<file path="config.mk">
export PLATFORM = sky130hd
export DESIGN_NAME = log_frame_validator_top
export DESIGN_NICKNAME = d
export VERILOG_FILES = /design/src/hw/rtl/lfv_pkg.sv /design/src/hw/rtl/log_frame_validator_top.sv
export SDC_FILE = /design/constraint.sdc
export NUM_CORES = 2
export LEC_CHECK = 0
export BUFFER_PORTS_ARGS = -buffer_cell sky130_fd_sc_hd__buf_4
export CORE_ASPECT_RATIO = 0.7
export CORE_MARGIN = 2
export CORE_UTILIZATION = 50
export DETAILED_ROUTE_END_ITERATION = 16
export PLACE_DENSITY = 0.67
export RECOVER_POWER = 25
export SYNTH_ARGS = -nofsm -noshare
export SYNTH_HDL_FRONTEND = slang
export SYNTH_SLANG_ARGS = --single-unit
export TNS_END_PERCENT = 5
</file>
<file path="constraint.sdc">
create_clock -name clk -period 13.9 [get_ports clk]
set_clock_uncertainty 0.15 [all_clocks]
set_input_delay 2.085 -clock clk [delete_from_list [all_inputs] [get_ports clk]]
set_output_delay 2.085 -clock clk [all_outputs]
set_load 0.02 [all_outputs]
</file>
<file path="src/hw/rtl/lfv_pkg.sv">
// Shared constants, types and the CRC-32 byte update for the log frame validator.
package lfv_pkg;

  // Frame header layout, in byte offsets from the start of the header.
  localparam int HDR_BYTES = 28;
  localparam int CRC_SPAN  = 24;
  localparam int LEN_BYTES = 4;
  localparam int OFF_TYPE  = 12;
  localparam int OFF_TIME  = 16;

  localparam logic [31:0] CRC_POLY = 32'hEDB88320;
  localparam logic [31:0] CRC_INIT = 32'hFFFFFFFF;

  // Result queue sizing.
  localparam int RES_DEPTH = 4;
  localparam int RES_PTR_W = $clog2(RES_DEPTH);
  localparam int RES_CNT_W = RES_PTR_W + 1;

  typedef logic [4:0] hdr_idx_t;

  typedef enum logic [1:0] {
    VERDICT_OK    = 2'd0,
    VERDICT_TRUNC = 2'd1,
    VERDICT_CRC   = 2'd2,
    VERDICT_SEQ   = 2'd3
  } verdict_t;

  typedef enum logic {
    KIND_FRAME   = 1'b0,
    KIND_VERDICT = 1'b1
  } kind_t;

  typedef struct packed {
    kind_t              kind;
    logic [63:0]        seq_number;
    logic [15:0]        event_type;
    logic [15:0]        schema_version;
    logic signed [63:0] time_ms;
    logic [31:0]        payload_length;
    verdict_t           verdict;
    logic [63:0]        last_good_seq;
    logic               final_item;
  } result_t;

  // Reflected CRC-32 update over one byte, one bit per step.
  function automatic logic [31:0] crc_byte(input logic [31:0] crc, input logic [7:0] b);
    logic [31:0] c;
    c = crc ^ {24'd0, b};
    for (int i = 0; i < 8; i++) begin
      c = c[0] ? ((c >> 1) ^ CRC_POLY) : (c >> 1);
    end
    return c;
  endfunction

endpackage

</file>
<file path="src/hw/rtl/log_frame_validator_top.sv">
// Log frame validator: byte-wise frame parser, CRC-32 check and result queue.
module log_frame_validator_top
  import lfv_pkg::*;
(
  input  logic               clk,
  input  logic               rst,
  // Input channel: one byte of the log body per item.
  input  logic               in_valid,
  output logic               in_ready,
  input  logic [7:0]         data_byte,
  input  logic               is_data,
  input  logic               end_of_log,
  // Output channel: frame records and the final verdict.
  output logic               out_valid,
  input  logic               out_ready,
  output logic               kind,
  output logic [63:0]        seq_number,
  output logic [15:0]        event_type,
  output logic [15:0]        schema_version,
  output logic signed [63:0] time_ms,
  output logic [31:0]        payload_length,
  output logic [1:0]         verdict,
  output logic [63:0]        last_good_seq,
  output logic               final_item
);

  // The block walks the committed log body one byte per item, starting after
  // the file header. Each frame is a 28-byte little-endian header (length,
  // sequence, type, schema, timestamp, CRC) followed by its payload. A CRC-32
  // runs over header bytes 0..23 and the payload. When a frame completes, a
  // frame record with its header fields is queued; an item with end_of_log set
  // queues a verdict (ok, truncated, CRC mismatch or sequence gap) carrying the
  // last sequence number that validated, and then returns all state to reset
  // so a new log may follow. Only the first error is kept. The whole update
  // for one item (CRC byte step, field capture, frame checks) is done in the
  // cycle the item is accepted, so one item is taken every clock while the
  // input is ready. Results are registered into a four-entry queue whose head
  // drives the output; the input is ready while at least two queue entries are
  // free. An item that both closes a frame and ends the log produces two
  // results, which leave the queue one after the other. With the output
  // always ready the sustained rate is one item per cycle.

  // ---------------------------------------------------------------------------
  // Parser state
  // ---------------------------------------------------------------------------
  hdr_idx_t    header_index, header_index_next;
  logic        in_payload, in_payload_next;
  logic [31:0] length_field, length_field_next;
  logic [63:0] seq_field, seq_field_next;
  logic [31:0] type_schema_fields, type_schema_fields_next;
  logic [63:0] time_field, time_field_next;
  logic [31:0] stored_crc, stored_crc_next;
  logic [31:0] running_crc, running_crc_next;
  logic [31:0] payload_remaining, payload_remaining_next;
  logic [63:0] expected_seq, expected_seq_next;
  // Always expected_seq - 1: the last sequence number that validated.
  logic [63:0] last_good, last_good_next;
  verdict_t    latched_err, latched_err_next;

  // Result queue
  result_t              res_mem [RES_DEPTH];
  logic [RES_PTR_W-1:0] wr_ptr;
  logic [RES_PTR_W-1:0] rd_ptr;
  logic [RES_CNT_W-1:0] count;

  logic       accept;
  logic       take_byte;
  logic       take_eol;
  logic       frame_done;
  logic [31:0] crc_final;
  verdict_t   final_verdict;
  result_t    rec_frame;
  result_t    rec_verdict;
  result_t    rec_a;
  result_t    rec_b;
  logic [1:0] n_push;
  logic       pop;
  result_t    head;

  assign accept    = in_valid && in_ready;
  assign take_byte = accept && is_data;
  assign take_eol  = accept && end_of_log;

  always_comb begin
    header_index_next       = header_index;
    in_payload_next         = in_payload;
    length_field_next       = length_field;
    seq_field_next          = seq_field;
    type_schema_fields_next = type_schema_fields;
    time_field_next         = time_field;
    stored_crc_next         = stored_crc;
    running_crc_next        = running_crc;
    payload_remaining_next  = payload_remaining;
    expected_seq_next       = expected_seq;
    last_good_next          = last_good;
    latched_err_next        = latched_err;
    frame_done              = 1'b0;
    final_verdict           = latched_err;

    if (take_byte) begin
      if (in_payload) begin
        running_crc_next       = crc_byte(running_crc, data_byte);
        payload_remaining_next = payload_remaining - 32'd1;
        frame_done             = (payload_remaining == 32'd1);
      end else begin
        if (header_index < hdr_idx_t'(CRC_SPAN)) begin
          running_crc_next = crc_byte(running_crc, data_byte);
        end
        if (header_index < hdr_idx_t'(LEN_BYTES)) begin
          length_field_next = {data_byte, length_field[31:8]};
        end else if (header_index < hdr_idx_t'(OFF_TYPE)) begin
          seq_field_next = {data_byte, seq_field[63:8]};
        end else if (header_index < hdr_idx_t'(OFF_TIME)) begin
          type_schema_fields_next = {data_byte, type_schema_fields[31:8]};
        end else if (header_index < hdr_idx_t'(CRC_SPAN)) begin
          time_field_next = {data_byte, time_field[63:8]};
        end else begin
          stored_crc_next = {data_byte, stored_crc[31:8]};
        end
        if (header_index == hdr_idx_t'(HDR_BYTES - 1)) begin
          header_index_next = '0;
          if (length_field_next == 32'd0) begin
            frame_done = 1'b1;
          end else begin
            in_payload_next        = 1'b1;
            payload_remaining_next = length_field_next;
          end
        end else begin
          header_index_next = header_index + hdr_idx_t'(1);
        end
      end
    end

    // The CRC seen at frame end is the one after this byte's update.
    crc_final = ~running_crc_next;

    if (frame_done) begin
      if (latched_err == VERDICT_OK) begin
        if (crc_final != stored_crc_next) begin
          latched_err_next = VERDICT_CRC;
        end else if (seq_field_next != expected_seq) begin
          latched_err_next = VERDICT_SEQ;
        end else begin
          expected_seq_next = expected_seq + 64'd1;
          last_good_next    = expected_seq;
        end
      end
      running_crc_next       = CRC_INIT;
      header_index_next      = '0;
      in_payload_next        = 1'b0;
      payload_remaining_next = '0;
    end

    // Frame record reflects the state after this frame's checks.
    rec_frame.kind           = KIND_FRAME;
    rec_frame.seq_number     = seq_field_next;
    rec_frame.event_type     = type_schema_fields_next[15:0];
    rec_frame.schema_version = type_schema_fields_next[31:16];
    rec_frame.time_ms        = time_field_next;
    rec_frame.payload_length = length_field_next;
    rec_frame.verdict        = latched_err_next;
    rec_frame.last_good_seq  = last_good_next;
    rec_frame.final_item     = !take_eol;

    // A partly received frame at the end marker is a truncation, unless an
    // earlier error is already latched.
    final_verdict = latched_err_next;
    if (latched_err_next == VERDICT_OK &&
        (header_index_next != '0 || in_payload_next)) begin
      final_verdict = VERDICT_TRUNC;
    end

    rec_verdict.kind           = KIND_VERDICT;
    rec_verdict.seq_number     = '0;
    rec_verdict.event_type     = '0;
    rec_verdict.schema_version = '0;
    rec_verdict.time_ms        = '0;
    rec_verdict.payload_length = '0;
    rec_verdict.verdict        = final_verdict;
    rec_verdict.last_good_seq  = last_good_next;
    rec_verdict.final_item     = 1'b1;

    if (take_eol) begin
      header_index_next       = '0;
      in_payload_next         = 1'b0;
      length_field_next       = '0;
      seq_field_next          = '0;
      type_schema_fields_next = '0;
      time_field_next         = '0;
      stored_crc_next         = '0;
      running_crc_next        = CRC_INIT;
      payload_remaining_next  = '0;
      expected_seq_next       = 64'd1;
      last_good_next          = '0;
      latched_err_next        = VERDICT_OK;
    end
  end

  always_ff @(posedge clk) begin
    if (rst) begin
      header_index       <= '0;
      in_payload         <= 1'b0;
      length_field       <= '0;
      seq_field          <= '0;
      type_schema_fields <= '0;
      time_field         <= '0;
      stored_crc         <= '0;
      running_crc        <= CRC_INIT;
      payload_remaining  <= '0;
      expected_seq       <= 64'd1;
      last_good          <= '0;
      latched_err        <= VERDICT_OK;
    end else begin
      header_index       <= header_index_next;
      in_payload         <= in_payload_next;
      length_field       <= length_field_next;
      seq_field          <= seq_field_next;
      type_schema_fields <= type_schema_fields_next;
      time_field         <= time_field_next;
      stored_crc         <= stored_crc_next;
      running_crc        <= running_crc_next;
      payload_remaining  <= payload_remaining_next;
      expected_seq       <= expected_seq_next;
      last_good          <= last_good_next;
      latched_err        <= latched_err_next;
    end
  end

  // ---------------------------------------------------------------------------
  // Result queue: up to two pushes and one pop per cycle.
  // ---------------------------------------------------------------------------
  assign rec_a  = frame_done ? rec_frame : rec_verdict;
  assign rec_b  = rec_verdict;
  assign n_push = {1'b0, frame_done} + {1'b0, take_eol};
  assign pop    = out_valid && out_ready;

  assign in_ready  = (count <= RES_CNT_W'(RES_DEPTH - 2));
  assign out_valid = (count != '0);

  always_ff @(posedge clk) begin
    if (n_push != 2'd0) begin
      res_mem[wr_ptr] <= rec_a;
    end
    if (n_push == 2'd2) begin
      res_mem[wr_ptr + RES_PTR_W'(1)] <= rec_b;
    end
  end

  always_ff @(posedge clk) begin
    if (rst) begin
      wr_ptr <= '0;
      rd_ptr <= '0;
      count  <= '0;
    end else begin
      wr_ptr <= wr_ptr + RES_PTR_W'(n_push);
      rd_ptr <= rd_ptr + RES_PTR_W'(pop);
      count  <= count + RES_CNT_W'(n_push) - RES_CNT_W'(pop);
    end
  end

  assign head           = res_mem[rd_ptr];
  assign kind           = head.kind;
  assign seq_number     = head.seq_number;
  assign event_type     = head.event_type;
  assign schema_version = head.schema_version;
  assign time_ms        = head.time_ms;
  assign payload_length = head.payload_length;
  assign verdict        = head.verdict;
  assign last_good_seq  = head.last_good_seq;
  assign final_item     = head.final_item;

`ifndef NO_ASSERTIONS
  // The queue never holds more results than it has entries.
  assert property (@(posedge clk) disable iff (rst) count <= RES_CNT_W'(RES_DEPTH))
    else $error("result queue overflow");

  // The last good sequence number always trails the expected one by one.
  assert property (@(posedge clk) disable iff (rst) expected_seq == last_good + 64'd1)
    else $error("sequence tracking out of step");

  // A latched error holds until an end marker clears it.
  assert property (@(posedge clk) disable iff (rst)
    (latched_err != VERDICT_OK && !take_eol) |=> (latched_err == $past(latched_err)))
    else $error("latched error changed");

  // After an end marker the parser is back at the start of a frame.
  assert property (@(posedge clk) disable iff (rst)
    take_eol |=> (header_index == '0 && !in_payload && expected_seq == 64'd1 &&
                  running_crc == CRC_INIT))
    else $error("state not restored after end marker");
`endif

endmodule

</file>
Yosys cells after proc, flatten, opt, wreduce, memory -nomap -nowiden
Memories as Yosys holds them, arrays and structs flattened. A register that Yosys moved wholly into a read port is not among the register bits.
Index checks and enable logic that the tools add are counted.
W data, S select, Z words.
{"block": "word_totals", "register_bits": 431, "mem_bits_rw": 1040, "in_bits": 14, "out_inout_bits": 262, "mem_count": 1}
{"name": "res_mem", "words": 4, "word_bits": 260, "read_ports": 1, "rd_ports_with_merged_regs": 1, "wr": 2, "line_no": "log_frame_validator_top.sv:61", "text": "result_t res_mem [RES_DEPTH];"}
{"block": "classes", "n_addsub": 9, "magnitude_cmp": 5, "n_eq_ne": 6, "mux": 68, "bitwise": 12, "n_reduce_logical": 18}
{"cell": "$mux W32", "count": 30}
{"cell": "$mux W64", "count": 14}
{"cell": "$mux W260", "count": 1}
{"cell": "$not A13 Y14", "count": 8}
{"cell": "$add A64 B1 Y64 const B", "count": 1}
{"cell": "$ne A64 B64 Y1", "count": 1}
{"cell": "$eq A32 B1 Y1 const B", "count": 1}
{"cell": "$logic_not A32 Y1", "count": 1}
{"cell": "$ne A32 B32 Y1", "count": 1}
{"cell": "$not A32 Y32", "count": 1}
{"cell": "$sub A32 B1 Y32 const B", "count": 1}
{"cell": "$xor A32 B8 Y32", "count": 1}
{"cell": "$mux W5", "count": 4}
{"cell": "$mux W1", "count": 13}
{"cell": "$mux W2", "count": 6}
{"cell": "$lt A5 B5 Y1 const B", "count": 2}
{"cell": "$add A5 B1 Y5 const B", "count": 1}
{"cell": "$eq A5 B5 Y1 const B", "count": 1}
{"cell": "$logic_and A1 B1 Y1", "count": 5}
{"cell": "$lt A5 B3 Y1 const B", "count": 1}
{"cell": "$lt A5 B4 Y1 const B", "count": 1}
{"cell": "$reduce_bool A5 Y1", "count": 1}
{"cell": "$logic_not A2 Y1", "count": 2}
{"cell": "$reduce_and A4 Y1", "count": 1}
{"cell": "17 further kinds", "count": 19}

Logic depth before layout (Yosys ltp)
{"block": "logic_depth", "depth_word": 29, "ltp_mapped": 19, "ltp_nobuf": 17}

Worst setup path after synthesis
Ideal clock, no wire load.
{"block": "synth_path", "path_kind": "input to register", "startpoint": "input data_byte[1]", "endpoint": "memory res_mem[1][10] (netlist name), enable pin", "setup_time_ns": 0.421, "t_arrival_ns": 6.039, "required_time_ns": 13.329, "path_slack_ns": 7.290, "cell_stages": 15, "n_path_buf": 5, "path_cell_list": "buf_2 -> nor2_1 -> nand3_1 -> a2111oi_1 -> nand4_1 -> a21oi_2 -> clkbuf_1 -> buf_1 -> ha_1 -> nor2_1 -> a21oi_1 -> nand2b_1 -> clkbuf_1 -> clkbuf_1 -> inv_1"}
{"item": "start: declaration", "line_no": "log_frame_validator_top.sv:10", "text": "input logic [7:0] data_byte,"}
{"item": "end: declaration", "line_no": "log_frame_validator_top.sv:61"}

==> impl_table.tex <==
\begin{tabular}{lr}
\hline
Metric & Value \\
\hline
\multicolumn{2}{l}{\textbf{Worst setup path}} \\
\quad Minimum setup slack among reg-to-reg paths & 4.00 ns \\
\quad Category of the most critical setup path & flop to flop \\
\quad Crit-path max FO & 72 \\
\quad CP Data Required Time & 14.38 ns \\
\quad RR Startpoint & header\_index[3] \\
\quad Crit path launch type & flop \\
\quad Worst EP arrival & 10.38 ns \\
\quad Critical R2R Capture & res\_mem[1][82] \\
\quad Critical path endpoint category & flop \\
\quad R2r worst-path depth & 16 \\
\multicolumn{2}{l}{\textbf{Timing}} \\
\quad Total negative slack & 0 ns \\
\quad Slack of the critical path & 4.00 ns \\
\quad Tightest Pin Transition & 4.57 ns \\
\quad Unrepaired setup endpoints after global routing & false \\
\quad Fin. max-slew vios & 845 \\
\quad Max-slew headroom at the worst pin & -2.04 \\
\quad Period Utilization, post-route & 0.712 \\
\quad Highest achievable clock rate & 101 MHz \\
\quad Final number of hold-violating endpoints & 0 \\
\quad Tmin final & 9.90 ns \\
\quad Final setup vio count & 0 \\
\multicolumn{2}{l}{\textbf{Logic synthesis}} \\
\quad EDFF count, synth & 264 \\
\quad Portion of synthesized cell area occupied by the leading cell type & 0.399 \\
\quad Post-synth net total & 6085 \\
\quad Async S/R FF share, synth & 0 \\
\quad Leading cell types by total area after synthesis & dfxtp\_1, edfxtp\_1, mux4\_2 \\
\quad Flip-flop cell with the highest count after synthesis & dfxtp\_1 \\
\quad Part of the Yosys area used for sequential elements & 0.530 \\
\quad Cell count after synthesis & 6058 \\
\quad Number of distinct library cell variants in the gate-level netlist after synthesis & 76 \\
\quad Syn. warnings & 0 \\
\quad Largest area contributor in the synthesized netlist & dfxtp\_1 \\
\quad Cell area after synthesis & 0.0605 mm\^{}2 \\
\quad Yosys reg bits & 1471 \\
\quad Post-Syn Area per Cell & 9.99 um\^{}2 \\
\multicolumn{2}{l}{\textbf{Clocking}} \\
\quad Number of levels in the clock H-tree & 4 \\
\quad Bufs on Longest Clock Path & 3 \\
\quad Number of buffers added for setup after CTS & 0 \\
\quad Post-CTS Resized & 0 \\
\quad TritonCTS Sinks & 1471 \\
\quad Clock latency at the later pin of the worst-skew pair & 0.79 ns \\
\quad Clock-pin slew of the registers on the worst-case setup and hold paths & 0.07 ns \\
\quad Inserted Clock Buffers & 142 \\
\quad Hold Buf Count CTS & 0 \\
\quad Library cell used as clock root buffer & clkbuf\_16 \\
\quad CTS tree & built \\
\multicolumn{2}{l}{\textbf{GRT}} \\
\quad M1 GR Usage & 0.416 \\
\quad Antenna violations before repair & 4 \\
\quad Met2 track demand over resource in global routing & 0.424 \\
\quad Congestion Overflow GR & 0 \\
\quad Met3 Use GR & 0.0586 \\
\quad First-pass GRT wire length & 272 mm \\
\quad Via count of the first global-routing pass & 44100 \\
\quad Largest net degree at the start of global routing & 167 \\
\quad Total routing usage reported by global routing & 0.284 \\
\quad Most heavily used metal layer in global routing & met2 \\
\multicolumn{2}{l}{\textbf{Final layout}} \\
\quad Fraction of layout cells with a size suffix above 1 & 0.124 \\
\quad Number of nets at the end of the flow & 6098 \\
\quad Non-Filler Instances & 7808 \\
\quad Utilization after layout & 0.566 \\
\quad Area growth from synthesis to layout & 12.0\% \\
\multicolumn{2}{l}{\textbf{Routing}} \\
\quad Residual antenna-violating net count after detailed routing & 0 \\
\quad DRC viols & 0 \\
\quad First DRT Iteration DRCs & 5067 \\
\quad Count of TritonRoute iterations in the first routing pass & 6 \\
\quad Drt total wl & 179 mm \\
\quad Total number of vias & 46300 \\
\quad Vias per inst & 5.93 \\
\quad Wire per inst & 22.9 um \\
\multicolumn{2}{l}{\textbf{Min path}} \\
\quad Depth of the worst hold-timing path & 2 \\
\quad WHS Endpoint & res\_mem[3][175] \\
\quad Startpoint of the tightest hold check path & res\_mem[3][175] \\
\quad Worst hold path type & flop to flop \\
\multicolumn{2}{l}{\textbf{Run}} \\
\quad Max capacitance violation total & 16 \\
\multicolumn{2}{l}{\textbf{Floorplanning}} \\
\quad Die outline height & 295 um \\
\quad I/O pin total & 276 \\
\quad Area of the core region & 0.120 mm\^{}2 \\
\quad Overall die width & 420 um \\
\quad Row count & 106 \\
\quad Die Outline Area & 0.124 mm\^{}2 \\
\quad Starting density of the core & 0.505 \\
\multicolumn{2}{l}{\textbf{Power}} \\
\quad Power density cells & 147 mW/mm\^{}2 \\
\quad Leakage component of the power & 0.0241 uW \\
\quad IR drop worst, VDD & 0.000107 V \\
\multicolumn{2}{l}{\textbf{Outcome}} \\
\quad Result of the run & complete, but fails checks \\
\quad Violated checks & capacitance limit, slew limit \\
\multicolumn{2}{l}{\textbf{Placed design}} \\
\quad Post-placement setup slack & 6.15 ns \\
\quad GPL Wtd Cong & 0.974 \\
\quad Dpl cells & 7547 \\
\quad Number of input and output port buffers inserted & 275 \\
\quad Half-perimeter wire length after detailed placement & 112 mm \\
\hline
\end{tabular}
synthesized netlist by cell type (all sizes together), types with 52 or more instances:
cell type,instances
a21oi,206
buf,74
clkbuf,392
dfxtp,1207
edfxtp,264
inv,70
mux2i,218
mux4,260
nand2,942
nand2b,128
nand3,63
nor2,699
o21ai,869
or3,70
xnor2,108
xor2,52
worst max-delay path by stage:
stage | cells after the start | end | from
2_1_floorplan | 15 | res_mem[1][10] | data_byte[1]
3_3_place_gp | 13 | res_mem[0][31] | data_byte[1]
3_5_place_dp | 13 | res_mem[0][31] | data_byte[1]
4_1_cts | 16 | res_mem[1][129] | data_byte[1]
5_1_grt | 16 | res_mem[1][257] | header_index[3]
6_report | 16 | res_mem[1][82] | header_index[3]
cells by family after synthesis:
family	share of synthesized area
AND/OR/NAND/NOR	0.150
adder cells (fa/ha/maj)	0.00281
multiplexers	0.135
AO/OA/AOI/OAI	0.112
buffers and inverters	0.0340
XOR/XNOR	0.0356
flip-flops	0.530
worst max-delay path, stage by stage (launching register included):
cell	delay, ns
dfxtp_1	0.46
nor3_1	0.37
clkbuf_1	0.96
mux2_1	0.46
a2111oi_0	0.47
nand4_1	0.26
a21oi_4	0.20
clkbuf_1	2.64
inv_1	0.42
ha_1	0.52
a21oi_1	0.44
nand2b_4	0.38
buf_4	0.44
buf_4	0.48
buf_4	0.56
nand2_1	0.18
o21ai_0	0.09
layout make-up:
type,instances,area (um^2)
Fill cell,10300,52000
Sequential cell,1471,32100
Multi-Input combinational cell,4051,26500
Clock buffer,206,4180
Timing Repair Buffer,335,2110
Tap cell,1620,2030
Clock inverter,54,654
Inverter,70,263
Antenna cell,1,2.50
cell usage in the layout (no fill, tap or decap), types with 63 or more instances in the layout:
master	netlist	layout
mux2i_1	218	218
xnor2_1	99	99
o21ai_0	869	869
clkbuf_16	0	148
nor2_1	698	695
or3_1	70	69
edfxtp_1	264	264
inv_1	69	68
clkbuf_1	392	148
buf_4	7	215
nand2b_1	128	127
dfxtp_1	1207	1205
nand2_1	942	938
mux4_2	260	260
a21oi_1	205	205
nand3_1	63	63
registers in the layout, indices dropped and copies added (netlist names):
signal and cells:
latched_err 2, type_schema_fields 32, running_crc 32, stored_crc 32
seq_field 64, last_good 64, wr_ptr 2, payload_remaining 32
expected_seq 64, count 3, time_field 64, length_field 32
rd_ptr 2, in_payload 1, header_index 5, res_mem 1040
through the flow:
stage | hold WS [ns] | power, uW | instance area (um^2)
2_1_floorplan | 0.270 | 5630 | 60500
3_3_place_gp | 0.278 | 6100 | 63400
3_5_place_dp | 0.287 | 6100 | 63400
4_1_cts | 0.301 | 10100 | 68300
5_1_grt | 0.317 | 10300 | 67800
6_report | 0.298 | 9980 | 67800
layer usage:
layer	up-vias	share of wire
met4	6	0.026
li1	21100	-
met1	23000	0.44
met3	278	0.086
met5	-	0.00020
met2	1894	0.44
report_power, final:
group / internal (uW) / leakage [uW] / switching, uW
sequential: 4410 / 0.0122 / 90.2
combinational: 562 / 0.00956 / 897
clock: 2300 / 0.00236 / 1720
total: 7270 / 0.0241 / 2710
Power figures use the tool's default switching activity.
